File: config.mk
export PLATFORM = sky130hd
export DESIGN_NAME = time_of_day_clock_12_24h_flat
export DESIGN_NICKNAME = d
export VERILOG_FILES = /design/src/hdl/tod_pkg.sv /design/src/hdl/tod_in_if.sv /design/src/hdl/tod_out_if.sv /design/src/hdl/tod_split.sv /design/src/hdl/tod_core.sv /design/src/hdl/time_of_day_clock_12_24h.sv /design/src/flat_wrapper.sv
export SDC_FILE = /design/constraint.sdc
export NUM_CORES = 1
export LEC_CHECK = 0
export ABC_AREA = 1
export BUFFER_PORTS_ARGS = -buffer_cell sky130_fd_sc_hd__buf_2
export CORE_MARGIN = 3
export CORE_UTILIZATION = 61
export CTS_CLUSTER_DIAMETER = 150
export DETAILED_ROUTE_END_ITERATION = 8
export PLACE_DENSITY_LB_ADDON = 0.3
export SYNTH_ARGS = -nofsm -noshare
export SYNTH_HDL_FRONTEND = slang
export SYNTH_SLANG_ARGS = --single-unit
export TNS_END_PERCENT = 1
File: constraint.sdc
create_clock -name clk -period 17.55 [get_ports clk]
set_input_delay 3.51 -clock clk [delete_from_list [all_inputs] [get_ports clk]]
set_output_delay 3.51 -clock clk [all_outputs]
set_load 0.03 [all_outputs]
File: src/hdl/tod_pkg.sv
// ----------------------------------------------------------------------------
// tod_pkg - time-of-day clock shared definitions
// Operation and mode codes, day constants and the word passed from the
// step-count split pipeline to the clock core.
// ----------------------------------------------------------------------------
package tod_pkg;

	// operation codes
	localparam logic [1:0] FUNC_LOAD    = 2'd0;
	localparam logic [1:0] FUNC_ADVANCE = 2'd1;
	localparam logic [1:0] FUNC_RETREAT = 2'd2;
	localparam logic [1:0] FUNC_CONVERT = 2'd3;

	// mode codes
	localparam logic [1:0] MODE_24 = 2'd0;
	localparam logic [1:0] MODE_AM = 2'd1;
	localparam logic [1:0] MODE_PM = 2'd2;

	localparam logic [16:0] SEC_PER_DAY   = 17'd86400;
	localparam logic [5:0]  MAX_MIN_SEC   = 6'd59;
	localparam logic [4:0]  MAX_HOUR24    = 5'd23;
	localparam logic [4:0]  LAST_AM_HOUR  = 5'd11;
	localparam logic [4:0]  HALF_DAY      = 5'd12;
	localparam logic [4:0]  FIRST_PM_HOUR = 5'd13;
	localparam logic [4:0]  HOURS_PER_DAY = 5'd24;
	localparam logic [6:0]  SIXTY         = 7'd60;

	// floor(x / 3600) = (x * RECIP_3600) >> 27 and floor(x / 60) = (x * RECIP_60) >> 23,
	// exact for x below one day
	localparam logic [15:0] RECIP_3600 = 16'd37283;
	localparam logic [17:0] RECIP_60   = 18'd139811;

	typedef struct packed {
		logic [1:0] func;
		logic [4:0] load_hour;
		logic [5:0] load_minute;
		logic [5:0] load_second;
		logic [1:0] load_mode;
		logic [4:0] step_hour;
		logic [5:0] step_minute;
		logic [5:0] step_second;
	} split_item_t;

endpackage

File: src/hdl/tod_in_if.sv
// ----------------------------------------------------------------------------
// tod_in_if - command channel
// Valid/ready channel carrying one operation word.
// ----------------------------------------------------------------------------
interface tod_in_if;
	logic        valid;
	logic        ready;
	logic [1:0]  func;
	logic [4:0]  load_hour;
	logic [5:0]  load_minute;
	logic [5:0]  load_second;
	logic [1:0]  load_mode;
	logic [16:0] step_count;

	modport source (output valid, func, load_hour, load_minute, load_second, load_mode,
		step_count, input ready);
	modport sink (input valid, func, load_hour, load_minute, load_second, load_mode,
		step_count, output ready);
endinterface

File: src/hdl/tod_out_if.sv
// ----------------------------------------------------------------------------
// tod_out_if - result channel
// Valid/ready channel carrying the time after each operation.
// ----------------------------------------------------------------------------
interface tod_out_if;
	logic       valid;
	logic       ready;
	logic [4:0] cur_hour;
	logic [5:0] cur_minute;
	logic [5:0] cur_second;
	logic [1:0] cur_mode;
	logic       rejected;

	modport source (output valid, cur_hour, cur_minute, cur_second, cur_mode, rejected,
		input ready);
	modport sink (input valid, cur_hour, cur_minute, cur_second, cur_mode, rejected,
		output ready);
endinterface

File: src/hdl/tod_split.sv
// ----------------------------------------------------------------------------
// tod_split - step count split
// Registers the command word, reduces the count modulo one day and splits it
// into hours, minutes and seconds over three stages.
// ----------------------------------------------------------------------------
module tod_split
	import tod_pkg::*;
(
	input  logic        clk,
	input  logic        arst_n,
	input  logic        en,
	tod_in_if.sink      cmd,
	output split_item_t item,
	output logic        item_valid
);

	logic        valid_s1, valid_s2, valid_s3, valid_s4;
	logic [1:0]  func_s1, func_s2, func_s3;
	logic [4:0]  lh_s1, lh_s2, lh_s3;
	logic [5:0]  lm_s1, lm_s2, lm_s3;
	logic [5:0]  ls_s1, ls_s2, ls_s3;
	logic [1:0]  lmode_s1, lmode_s2, lmode_s3;
	logic [16:0] cnt_s1;
	logic [16:0] delta_s2, delta_s3;
	logic [4:0]  dh_s3;
	logic [10:0] mtot_s3;
	split_item_t item_s4;

	logic [16:0] delta;
	logic [32:0] prod_h;
	logic [34:0] prod_m;
	logic [10:0] hour_sec_min;
	logic [16:0] min_sec;
	logic [10:0] dm_full;
	logic [16:0] ds_full;

	assign cmd.ready = en;

	// count is below two days, one subtract brings it into the day
	assign delta = (cnt_s1 >= SEC_PER_DAY) ? (cnt_s1 - SEC_PER_DAY) : cnt_s1;

	assign prod_h = 33'(delta_s2) * 33'(RECIP_3600);
	assign prod_m = 35'(delta_s2) * 35'(RECIP_60);

	// dh*60 and mtot*60 as shift-and-subtract
	assign hour_sec_min = {dh_s3, 6'd0} - {4'd0, dh_s3, 2'd0};
	assign min_sec      = {mtot_s3, 6'd0} - {4'd0, mtot_s3, 2'd0};
	assign dm_full      = mtot_s3 - hour_sec_min;
	assign ds_full      = delta_s3 - min_sec;

	always_ff @(posedge clk or negedge arst_n) begin
		if (!arst_n) begin
			valid_s1 <= 1'b0;
			valid_s2 <= 1'b0;
			valid_s3 <= 1'b0;
			valid_s4 <= 1'b0;
		end else if (en) begin
			valid_s1 <= cmd.valid;
			valid_s2 <= valid_s1;
			valid_s3 <= valid_s2;
			valid_s4 <= valid_s3;
		end
	end

	always_ff @(posedge clk) begin
		if (en) begin
			func_s1  <= cmd.func;
			lh_s1    <= cmd.load_hour;
			lm_s1    <= cmd.load_minute;
			ls_s1    <= cmd.load_second;
			lmode_s1 <= cmd.load_mode;
			cnt_s1   <= cmd.step_count;

			func_s2  <= func_s1;
			lh_s2    <= lh_s1;
			lm_s2    <= lm_s1;
			ls_s2    <= ls_s1;
			lmode_s2 <= lmode_s1;
			delta_s2 <= delta;

			func_s3  <= func_s2;
			lh_s3    <= lh_s2;
			lm_s3    <= lm_s2;
			ls_s3    <= ls_s2;
			lmode_s3 <= lmode_s2;
			delta_s3 <= delta_s2;
			dh_s3    <= prod_h[31:27];
			mtot_s3  <= prod_m[33:23];

			item_s4.func        <= func_s3;
			item_s4.load_hour   <= lh_s3;
			item_s4.load_minute <= lm_s3;
			item_s4.load_second <= ls_s3;
			item_s4.load_mode   <= lmode_s3;
			item_s4.step_hour   <= dh_s3;
			item_s4.step_minute <= dm_full[5:0];
			item_s4.step_second <= ds_full[5:0];
		end
	end

	assign item       = item_s4;
	assign item_valid = valid_s4;

endmodule

File: src/hdl/tod_core.sv
// ----------------------------------------------------------------------------
// tod_core - time registers and result register
// Applies one operation word per cycle, while res is not stalled, to the
// stored time and registers the result word.
// ----------------------------------------------------------------------------
module tod_core
	import tod_pkg::*;
(
	input  logic        clk,
	input  logic        arst_n,
	input  split_item_t item,
	input  logic        item_valid,
	output logic        en,
	tod_out_if.source   res
);

	logic [4:0] hour_q;
	logic [5:0] minute_q, second_q;
	logic [1:0] mode_q;

	logic       res_valid_q;
	logic [4:0] res_hour_q;
	logic [5:0] res_minute_q, res_second_q;
	logic [1:0] res_mode_q;
	logic       res_rej_q;

	logic       time_ok;
	logic [4:0] h24;
	logic [6:0] sec_t, min_t;
	logic       sec_c, min_c;
	logic [5:0] sec_n, min_n;
	logic [5:0] hour_t;
	logic [4:0] hour_n;
	logic [4:0] h24_src;
	logic       twelve;
	logic [4:0] nx_hour;
	logic [5:0] nx_minute, nx_second;
	logic [1:0] nx_mode;
	logic       nx_rej;

	assign en = !res_valid_q || res.ready;

	always_comb begin
		time_ok = (minute_q <= MAX_MIN_SEC) && (second_q <= MAX_MIN_SEC);
		if (mode_q == MODE_24)
			time_ok = time_ok && (hour_q <= MAX_HOUR24);
		else if (mode_q == MODE_AM || mode_q == MODE_PM)
			time_ok = time_ok && (hour_q != 5'd0) && (hour_q <= HALF_DAY);
		else
			time_ok = 1'b0;

		if (mode_q == MODE_24)
			h24 = hour_q;
		else if (mode_q == MODE_AM)
			h24 = (hour_q == HALF_DAY) ? 5'd0 : hour_q;
		else
			h24 = (hour_q == HALF_DAY) ? HALF_DAY : hour_q + HALF_DAY;

		// mixed-radix add or subtract, carry/borrow ripples seconds -> hours
		if (item.func == FUNC_RETREAT) begin
			sec_t  = {1'b0, second_q} + SIXTY - {1'b0, item.step_second};
			sec_c  = sec_t < SIXTY;
			sec_n  = sec_c ? sec_t[5:0] : 6'(sec_t - SIXTY);
			min_t  = {1'b0, minute_q} + SIXTY - {1'b0, item.step_minute} - 7'(sec_c);
			min_c  = min_t < SIXTY;
			min_n  = min_c ? min_t[5:0] : 6'(min_t - SIXTY);
			hour_t = {1'b0, h24} + {1'b0, HOURS_PER_DAY} - {1'b0, item.step_hour}
				- 6'(min_c);
		end else begin
			sec_t  = {1'b0, second_q} + {1'b0, item.step_second};
			sec_c  = sec_t >= SIXTY;
			sec_n  = sec_c ? 6'(sec_t - SIXTY) : sec_t[5:0];
			min_t  = {1'b0, minute_q} + {1'b0, item.step_minute} + 7'(sec_c);
			min_c  = min_t >= SIXTY;
			min_n  = min_c ? 6'(min_t - SIXTY) : min_t[5:0];
			hour_t = {1'b0, h24} + {1'b0, item.step_hour} + 6'(min_c);
		end
		hour_n = (hour_t >= {1'b0, HOURS_PER_DAY}) ? 5'(hour_t - {1'b0, HOURS_PER_DAY})
			: hour_t[4:0];

		// convert flips the form, a step keeps it
		if (item.func == FUNC_CONVERT) begin
			h24_src   = h24;
			nx_minute = minute_q;
			nx_second = second_q;
			twelve    = (mode_q == MODE_24);
		end else begin
			h24_src   = hour_n;
			nx_minute = min_n;
			nx_second = sec_n;
			twelve    = (mode_q != MODE_24);
		end

		if (!twelve) begin
			nx_hour = h24_src;
			nx_mode = MODE_24;
		end else if (h24_src == 5'd0) begin
			nx_hour = HALF_DAY;
			nx_mode = MODE_AM;
		end else if (h24_src <= LAST_AM_HOUR) begin
			nx_hour = h24_src;
			nx_mode = MODE_AM;
		end else if (h24_src < FIRST_PM_HOUR) begin
			nx_hour = HALF_DAY;
			nx_mode = MODE_PM;
		end else begin
			nx_hour = h24_src - HALF_DAY;
			nx_mode = MODE_PM;
		end
		nx_rej = 1'b0;

		if (item.func == FUNC_LOAD) begin
			nx_hour   = (item.load_hour <= MAX_HOUR24) ? item.load_hour : 5'd0;
			nx_minute = (item.load_minute <= MAX_MIN_SEC) ? item.load_minute : 6'd0;
			nx_second = (item.load_second <= MAX_MIN_SEC) ? item.load_second : 6'd0;
			nx_mode   = (item.load_mode == MODE_AM || item.load_mode == MODE_PM)
				? item.load_mode : MODE_24;
		end else if (!time_ok) begin
			nx_hour   = hour_q;
			nx_minute = minute_q;
			nx_second = second_q;
			nx_mode   = mode_q;
			nx_rej    = 1'b1;
		end
	end

	always_ff @(posedge clk or negedge arst_n) begin
		if (!arst_n) begin
			res_valid_q <= 1'b0;
			hour_q      <= 5'd0;
			minute_q    <= 6'd0;
			second_q    <= 6'd0;
			mode_q      <= MODE_24;
		end else if (en) begin
			res_valid_q <= item_valid;
			if (item_valid) begin
				hour_q   <= nx_hour;
				minute_q <= nx_minute;
				second_q <= nx_second;
				mode_q   <= nx_mode;
			end
		end
	end

	always_ff @(posedge clk) begin
		if (en && item_valid) begin
			res_hour_q   <= nx_hour;
			res_minute_q <= nx_minute;
			res_second_q <= nx_second;
			res_mode_q   <= nx_mode;
			res_rej_q    <= nx_rej;
		end
	end

	assign res.valid      = res_valid_q;
	assign res.cur_hour   = res_hour_q;
	assign res.cur_minute = res_minute_q;
	assign res.cur_second = res_second_q;
	assign res.cur_mode   = res_mode_q;
	assign res.rejected   = res_rej_q;

endmodule

File: src/hdl/time_of_day_clock_12_24h.sv
// ----------------------------------------------------------------------------
// time_of_day_clock_12_24h - time-of-day clock, 24-hour and 12-hour forms
// Load, advance, retreat and convert operations on a stored h:m:s time.
//
//   channel  dir  word
//   cmd      in   func, load_hour/minute/second/mode, step_count
//   res      out  cur_hour/minute/second/mode, rejected
//
// One word accepted per cycle while res is not stalled. An input register and
// three stages split step_count into h/m/s, then the time registers plus
// result register update from the split word.
// A stall on res freezes the whole pipeline; cmd.ready follows it.
// arst_n clears the time to 00:00:00, 24-hour form, and empties the pipe.
// ----------------------------------------------------------------------------
module time_of_day_clock_12_24h
	import tod_pkg::*;
(
	input  logic      clk,
	input  logic      arst_n,
	tod_in_if.sink    cmd,
	tod_out_if.source res
);

	split_item_t item;
	logic        item_valid;
	logic        en;

	tod_split u_split (
		.clk        (clk),
		.arst_n     (arst_n),
		.en         (en),
		.cmd        (cmd),
		.item       (item),
		.item_valid (item_valid)
	);

	tod_core u_core (
		.clk        (clk),
		.arst_n     (arst_n),
		.item       (item),
		.item_valid (item_valid),
		.en         (en),
		.res        (res)
	);

endmodule
File: src/flat_wrapper.sv
// flat-port wrapper written by rule: the top's interface ports become plain ports
module time_of_day_clock_12_24h_flat import tod_pkg::*;
  (clk, arst_n, cmd_valid, cmd_func, cmd_load_hour, cmd_load_minute, cmd_load_second, cmd_load_mode, cmd_step_count, cmd_ready, res_valid, res_cur_hour, res_cur_minute, res_cur_second, res_cur_mode, res_rejected, res_ready);
  tod_in_if cmd_i ();
  tod_out_if res_i ();
  input  logic clk;
  input  logic arst_n;
  input wire logic [$bits(cmd_i.valid)-1:0] cmd_valid;
  input wire logic [$bits(cmd_i.func)-1:0] cmd_func;
  input wire logic [$bits(cmd_i.load_hour)-1:0] cmd_load_hour;
  input wire logic [$bits(cmd_i.load_minute)-1:0] cmd_load_minute;
  input wire logic [$bits(cmd_i.load_second)-1:0] cmd_load_second;
  input wire logic [$bits(cmd_i.load_mode)-1:0] cmd_load_mode;
  input wire logic [$bits(cmd_i.step_count)-1:0] cmd_step_count;
  output wire logic [$bits(cmd_i.ready)-1:0] cmd_ready;
  output wire logic [$bits(res_i.valid)-1:0] res_valid;
  output wire logic [$bits(res_i.cur_hour)-1:0] res_cur_hour;
  output wire logic [$bits(res_i.cur_minute)-1:0] res_cur_minute;
  output wire logic [$bits(res_i.cur_second)-1:0] res_cur_second;
  output wire logic [$bits(res_i.cur_mode)-1:0] res_cur_mode;
  output wire logic [$bits(res_i.rejected)-1:0] res_rejected;
  input wire logic [$bits(res_i.ready)-1:0] res_ready;
  assign cmd_i.valid = cmd_valid;
  assign cmd_i.func = cmd_func;
  assign cmd_i.load_hour = cmd_load_hour;
  assign cmd_i.load_minute = cmd_load_minute;
  assign cmd_i.load_second = cmd_load_second;
  assign cmd_i.load_mode = cmd_load_mode;
  assign cmd_i.step_count = cmd_step_count;
  assign cmd_ready = cmd_i.ready;
  assign res_valid = res_i.valid;
  assign res_cur_hour = res_i.cur_hour;
  assign res_cur_minute = res_i.cur_minute;
  assign res_cur_second = res_i.cur_second;
  assign res_cur_mode = res_i.cur_mode;
  assign res_rejected = res_i.rejected;
  assign res_i.ready = res_ready;
  time_of_day_clock_12_24h u_core (.clk(clk), .arst_n(arst_n), .cmd(cmd_i), .res(res_i));
endmodule
======== Word-level counts from Yosys, hierarchy flattened ========
Index checks and enable logic that the tools add are counted.
storage, ports and cells
  register bits ........................... 196
  bits of input ports ..................... 42
  output and inout bits ................... 22
  logic and storage cells ................. 145
cells by class
  add/sub/neg operators ................... 25
  multiply operators ...................... 2
  magnitude comparators ................... 15
  equal/unequal tests ..................... 7
  muxes and demuxes ....................... 39
  reductions and logical operators ........ 15
operators with widths
  kind                                                 number
  2-to-1 mux 6 bit                                     15
  2-to-1 mux 5 bit                                     13
  multiplier 17 x 16 -> 32 bit, second input constant  1
  multiplier 17 x 18 -> 29 bit, second input constant  1
  <= comparator 6 bit, second input constant           4
  subtractor 6 bit, second input constant              4
  >= comparator 17 bit, second input constant          1
  2-to-1 mux 17 bit                                    1
  subtractor 17 bit, second input constant             1
  adder 6 x 6 -> 7 bit                                 2
  adder 6 x 6 -> 7 bit, second input constant          2
  >= comparator 7 x 6 -> 1 bit, second input constant  2
  < comparator 7 x 6 -> 1 bit, second input constant   2
  subtractor 7 x 6 -> 7 bit                            2
  2-to-1 mux 2 bit                                     6
  subtractor 1 x 6 -> 6 bit, first input constant      2
  subtractor 6 bit                                     2
  <= comparator 5 x 4 -> 1 bit, second input constant  2
  <= comparator 5 bit, second input constant           2
  equality test 2 bit, second input constant           4
  adder 7 x 1 -> 7 bit                                 1
  subtractor 7 x 1 -> 7 bit                            1
  adder 5 x 5 -> 6 bit                                 1
  adder 5 x 5 -> 6 bit, second input constant          1
  other kinds (19)                                     30

======== Longest topological paths before layout ========
  word-level depth ........................ 18
  depth in mapped cells ................... 52
  depth with buffers taken out ............ 52

======== Cells and area by module ========
Synthesis repeated with hierarchy kept, for this count alone.
second synthesis, totals
  cells, all modules ...................... 1925
  area, all modules ....................... 17430.5 um2
by module, submodules not included
  module     times used  cells an instance  area an instance (um2)  seq. area each (um2)
  tod_split  1           1304               12896.1                 4664.5
  tod_core   1           621                4534.3                  1101.1

======== Least setup slack after synthesis ========
Ideal clock, no wire load.
  path type ............................... input to output
  from .................................... input res_ready
  to ...................................... output cmd_ready
  arrival time ............................ 6779 ps
  data required time ...................... 14040 ps
  setup slack ............................. 7261 ps
  stages .................................. 2
  path buffers ............................ 0
  path through ............................ nor2_1 inv_1
between the ends
  cells in the longest elaborated chain, start to end .. 1
ends and longest elaborated chain
  what              RTL line            RTL
  start, declared   flat_wrapper.sv:22  input wire logic [$bits(res_i.ready)-1:0] res_ready;
  logical OR 1 bit  tod_core.sv:41      assign en = !res_valid_q || res.ready;
  end, declared     flat_wrapper.sv:15  output wire logic [$bits(cmd_i.ready)-1:0] cmd_ready;
No other way between the ends.

======== Worst setup path after layout ========
Same ends and word-level chain as after synthesis.

==> run metrics <==
Synth Cell Area 16200 µm²; vias in the first global route 11277; number of hold buffers added after CTS 0; vias per std cell 5.54; remaining antenna violation count 0; FP Rows 59; Min Clock Period, post-route 8.26 ns; Post-CTS Repair Setup Buffers 0; Starting Density 0.621; Core Footprint 26100 µm²; Worst Path Arrival 4.75 ns; TritonCTS buffer count 17; final net count 2102; RSZ-0062 raised after global routing no; Post-synth EDFFs 172; CTS sink cnt 196; Setup violations, final 0; Synth Area in Simple Gates 0.133; Synth Area in Compound Gates 0.0633; Post-Synth XOR/XNOR Area 0.0258; Clock Skew 0.0226 ns; syn avg cell area 10.2 µm²; Die Height 169 µm; antenna violations before repair 1; Hold Vio Cnt, Final 0; depth of the CTS H-tree 4; post-synthesis cell count 1594; crit-path cells buf_2, nor2_1, inv_6, buf_2; global-route wire length before repair 54800 µm; CTS Buffer Depth 2; CP Capture Type output pin; Layout area overhead 7.63%; Slew headroom 0.236; largest family of logic cells by synthesized area adder cells; Seq/Total Area, Yosys 0.355; WL final 33200 µm; post-synthesis register bit count 196; Worst Path Required 14.04 ns; crit-path max cell delay 0.47 ns; worst skew pair latency 0.44 ns; distinct cell type count after synthesis 57; Worst Path Class, Setup in2out; Yosys warnings 0; CTS tree done; router iterations before antenna repair 5; proportion of synthesized area in mux cells 0; Total GRT Usage 0.241; final cycle utilization of the critical path 0.471; total gr overflow 0; clock root cell clkbuf_16; clock-pin slew on the worst setup and hold paths 0.08 ns; via count 11148; status finished, final reports clean; wire length per cell 16.5 µm; startpoint types input pin; hpwl dp 25700 µm; Critical Path Most Common Cell buf_2; Die Width 169 µm; Synth Flop Type edfxtp_1; Synthesized Nets 2029; DRC 0; post-CTS resize count 0; max-cap violations 0; Iter 0 DRT Violations 605; total die area 28600 µm²; setup_tns 0 ns; utilization after layout 0.669; adder and majority gate portion of the synthesized area 0.352; Slew Viols, Final 0; CP max FO 82; Crit-path slowest cell nor2_1; Ant. Diodes 0; # IOs 64; Port Buffers 63; Slew @ Worst Pin 1.14 ns; layout cells sized above 1 0.0941; Hold Path Class reg2reg; Max Freq 0.121 GHz; pin count of the biggest net entering global routing 83; gpl congestion 0.921; Async SR Flop Fraction 0.122
==> cell families after synthesis <==
family	Yosys count
AOI/OAI and AO/OA	175
buffers and inverters	296
DFF	196
adders and majority gates	393
xor gates and xnor gates	47
and+or+nand+nor	487
==> cells in the mapped netlist, types with 9 or more instances <==
master | count | share of area
o21ai_0 | 36 | 0.011
dfrtp_1 | 24 | 0.037
nor3_1 | 10 | 0.0031
nand2_2 | 22 | 0.0085
ha_1 | 287 | 0.22
nand2_1 | 267 | 0.062
nand3_1 | 75 | 0.023
o211ai_1 | 10 | 0.0046
xnor2_1 | 20 | 0.011
o21ai_1 | 9 | 0.0028
xor2_1 | 26 | 0.014
edfxtp_1 | 172 | 0.32
nand4_1 | 20 | 0.0077
nor2_1 | 65 | 0.015
fa_1 | 106 | 0.13
inv_1 | 275 | 0.064
a21oi_1 | 83 | 0.026
==> layout by cell type (no fill, tap or decap), types with 3 or more instances in the layout <==
cell,instances
o21ai_2,3
o21ai_0,36
a21oi_1,83
nor4_1,7
xor2_1,26
inv_1,274
nor3_1,10
or2_2,3
dfrtp_1,24
nor2_1,64
nor2_2,5
nand4_1,20
a31oi_1,4
edfxtp_1,172
buf_2,63
clkbuf_16,17
nor2_4,3
a21boi_0,3
xnor2_1,20
inv_2,8
nand3_1,75
nand2_1,267
o21bai_1,4
o21ai_1,9
ha_1,287
nor3_2,3
inv_6,5
buf_4,3
nand2_4,3
nand2_2,22
o211ai_1,10
fa_1,106
==> critical path: cells and delay by family <==
family                 cells  cell delay [ns]
and+or+nand+nor            1             0.47
buffers and inverters      3             0.76
==> routing by layer <==
layer / vias up / track usage / wire, µm
met2: 312 / 0.385 / 15300
met4: 2 / 0.0782 / 939
met5: - / 0 / 11
li1: 5481 / - / -
met1: 5276 / 0.346 / 15300
met3: 77 / 0.0326 / 1730
==> flip-flops by register name (all words and copies together) (netlist names), 5 cells and up <==
| register | count |
|---|---|
| u_core.u_split.item | 38 |
| u_core.u_split.cnt_s1 | 17 |
| u_core.u_split.delta_s2 | 17 |
| u_core.u_core.minute_q | 6 |
| u_core.u_core.res.cur_minute | 6 |
| u_core.u_core.res.cur_second | 6 |
| u_core.u_core.second_q | 6 |
| u_core.u_split.delta_s3 | 6 |
| u_core.u_split.lm_s1 | 6 |
| u_core.u_split.lm_s2 | 6 |
| u_core.u_split.lm_s3 | 6 |
| u_core.u_split.ls_s1 | 6 |
| u_core.u_split.ls_s2 | 6 |
| u_core.u_split.ls_s3 | 6 |
| u_core.u_split.mtot_s3 | 6 |
| u_core.u_core.hour_q | 5 |
| u_core.u_core.res.cur_hour | 5 |
| u_core.u_split.dh_s3 | 5 |
| u_core.u_split.lh_s1 | 5 |
| u_core.u_split.lh_s2 | 5 |
| u_core.u_split.lh_s3 | 5 |
==> path summary, 6_finish.rpt <==
path | startpoint | end | slack [ns] | cells past startpoint
worst max-delay path | res_ready | cmd_ready | 9.29 | 4
min in group asynchronous | arst_n | u_core.u_split.item_valid | 3.08 | 1
worst max register to register | u_core.u_core.second_q[2] | u_core.u_core.hour_q[1] | 10.19 | 43
max in group asynchronous | arst_n | u_core.u_core.minute_q[0] | 14.07 | 1
worst min register to register | u_core.u_split.ls_s3[5] | u_core.u_split.item[24] | 0.42 | 0
worst min-delay path | u_core.u_split.ls_s3[5] | u_core.u_split.item[24] | 0.42 | 0
==> cell type report <==
| type | count | area, µm² |
|---|---|---|
| Multi-Input combinational cell | 1102 | 9320 |
| Fill cell | 1969 | 8650 |
| Clock inverter | 13 | 135 |
| Tap cell | 335 | 419 |
| Timing Repair Buffer | 66 | 338 |
| Inverter | 284 | 1070 |
| Clock buffer | 18 | 429 |
| Sequential cell | 196 | 5770 |
==> stage by stage <==
stage	instances	hold slack (ns)	setup WS, ns	cell area (µm²)
finish	2014	0.417	9.29	17500
global route	2014	0.421	9.20	17500
CTS	2014	0.419	9.24	17500
detailed placement	1983	0.405	9.24	16900
global placement	1983	0.401	9.30	16900
floorplan	1594	0.400	7.26	16200
Power is not shown: default switching activity piles up to over one toggle a cycle in this logic, so the estimate is an artifact.
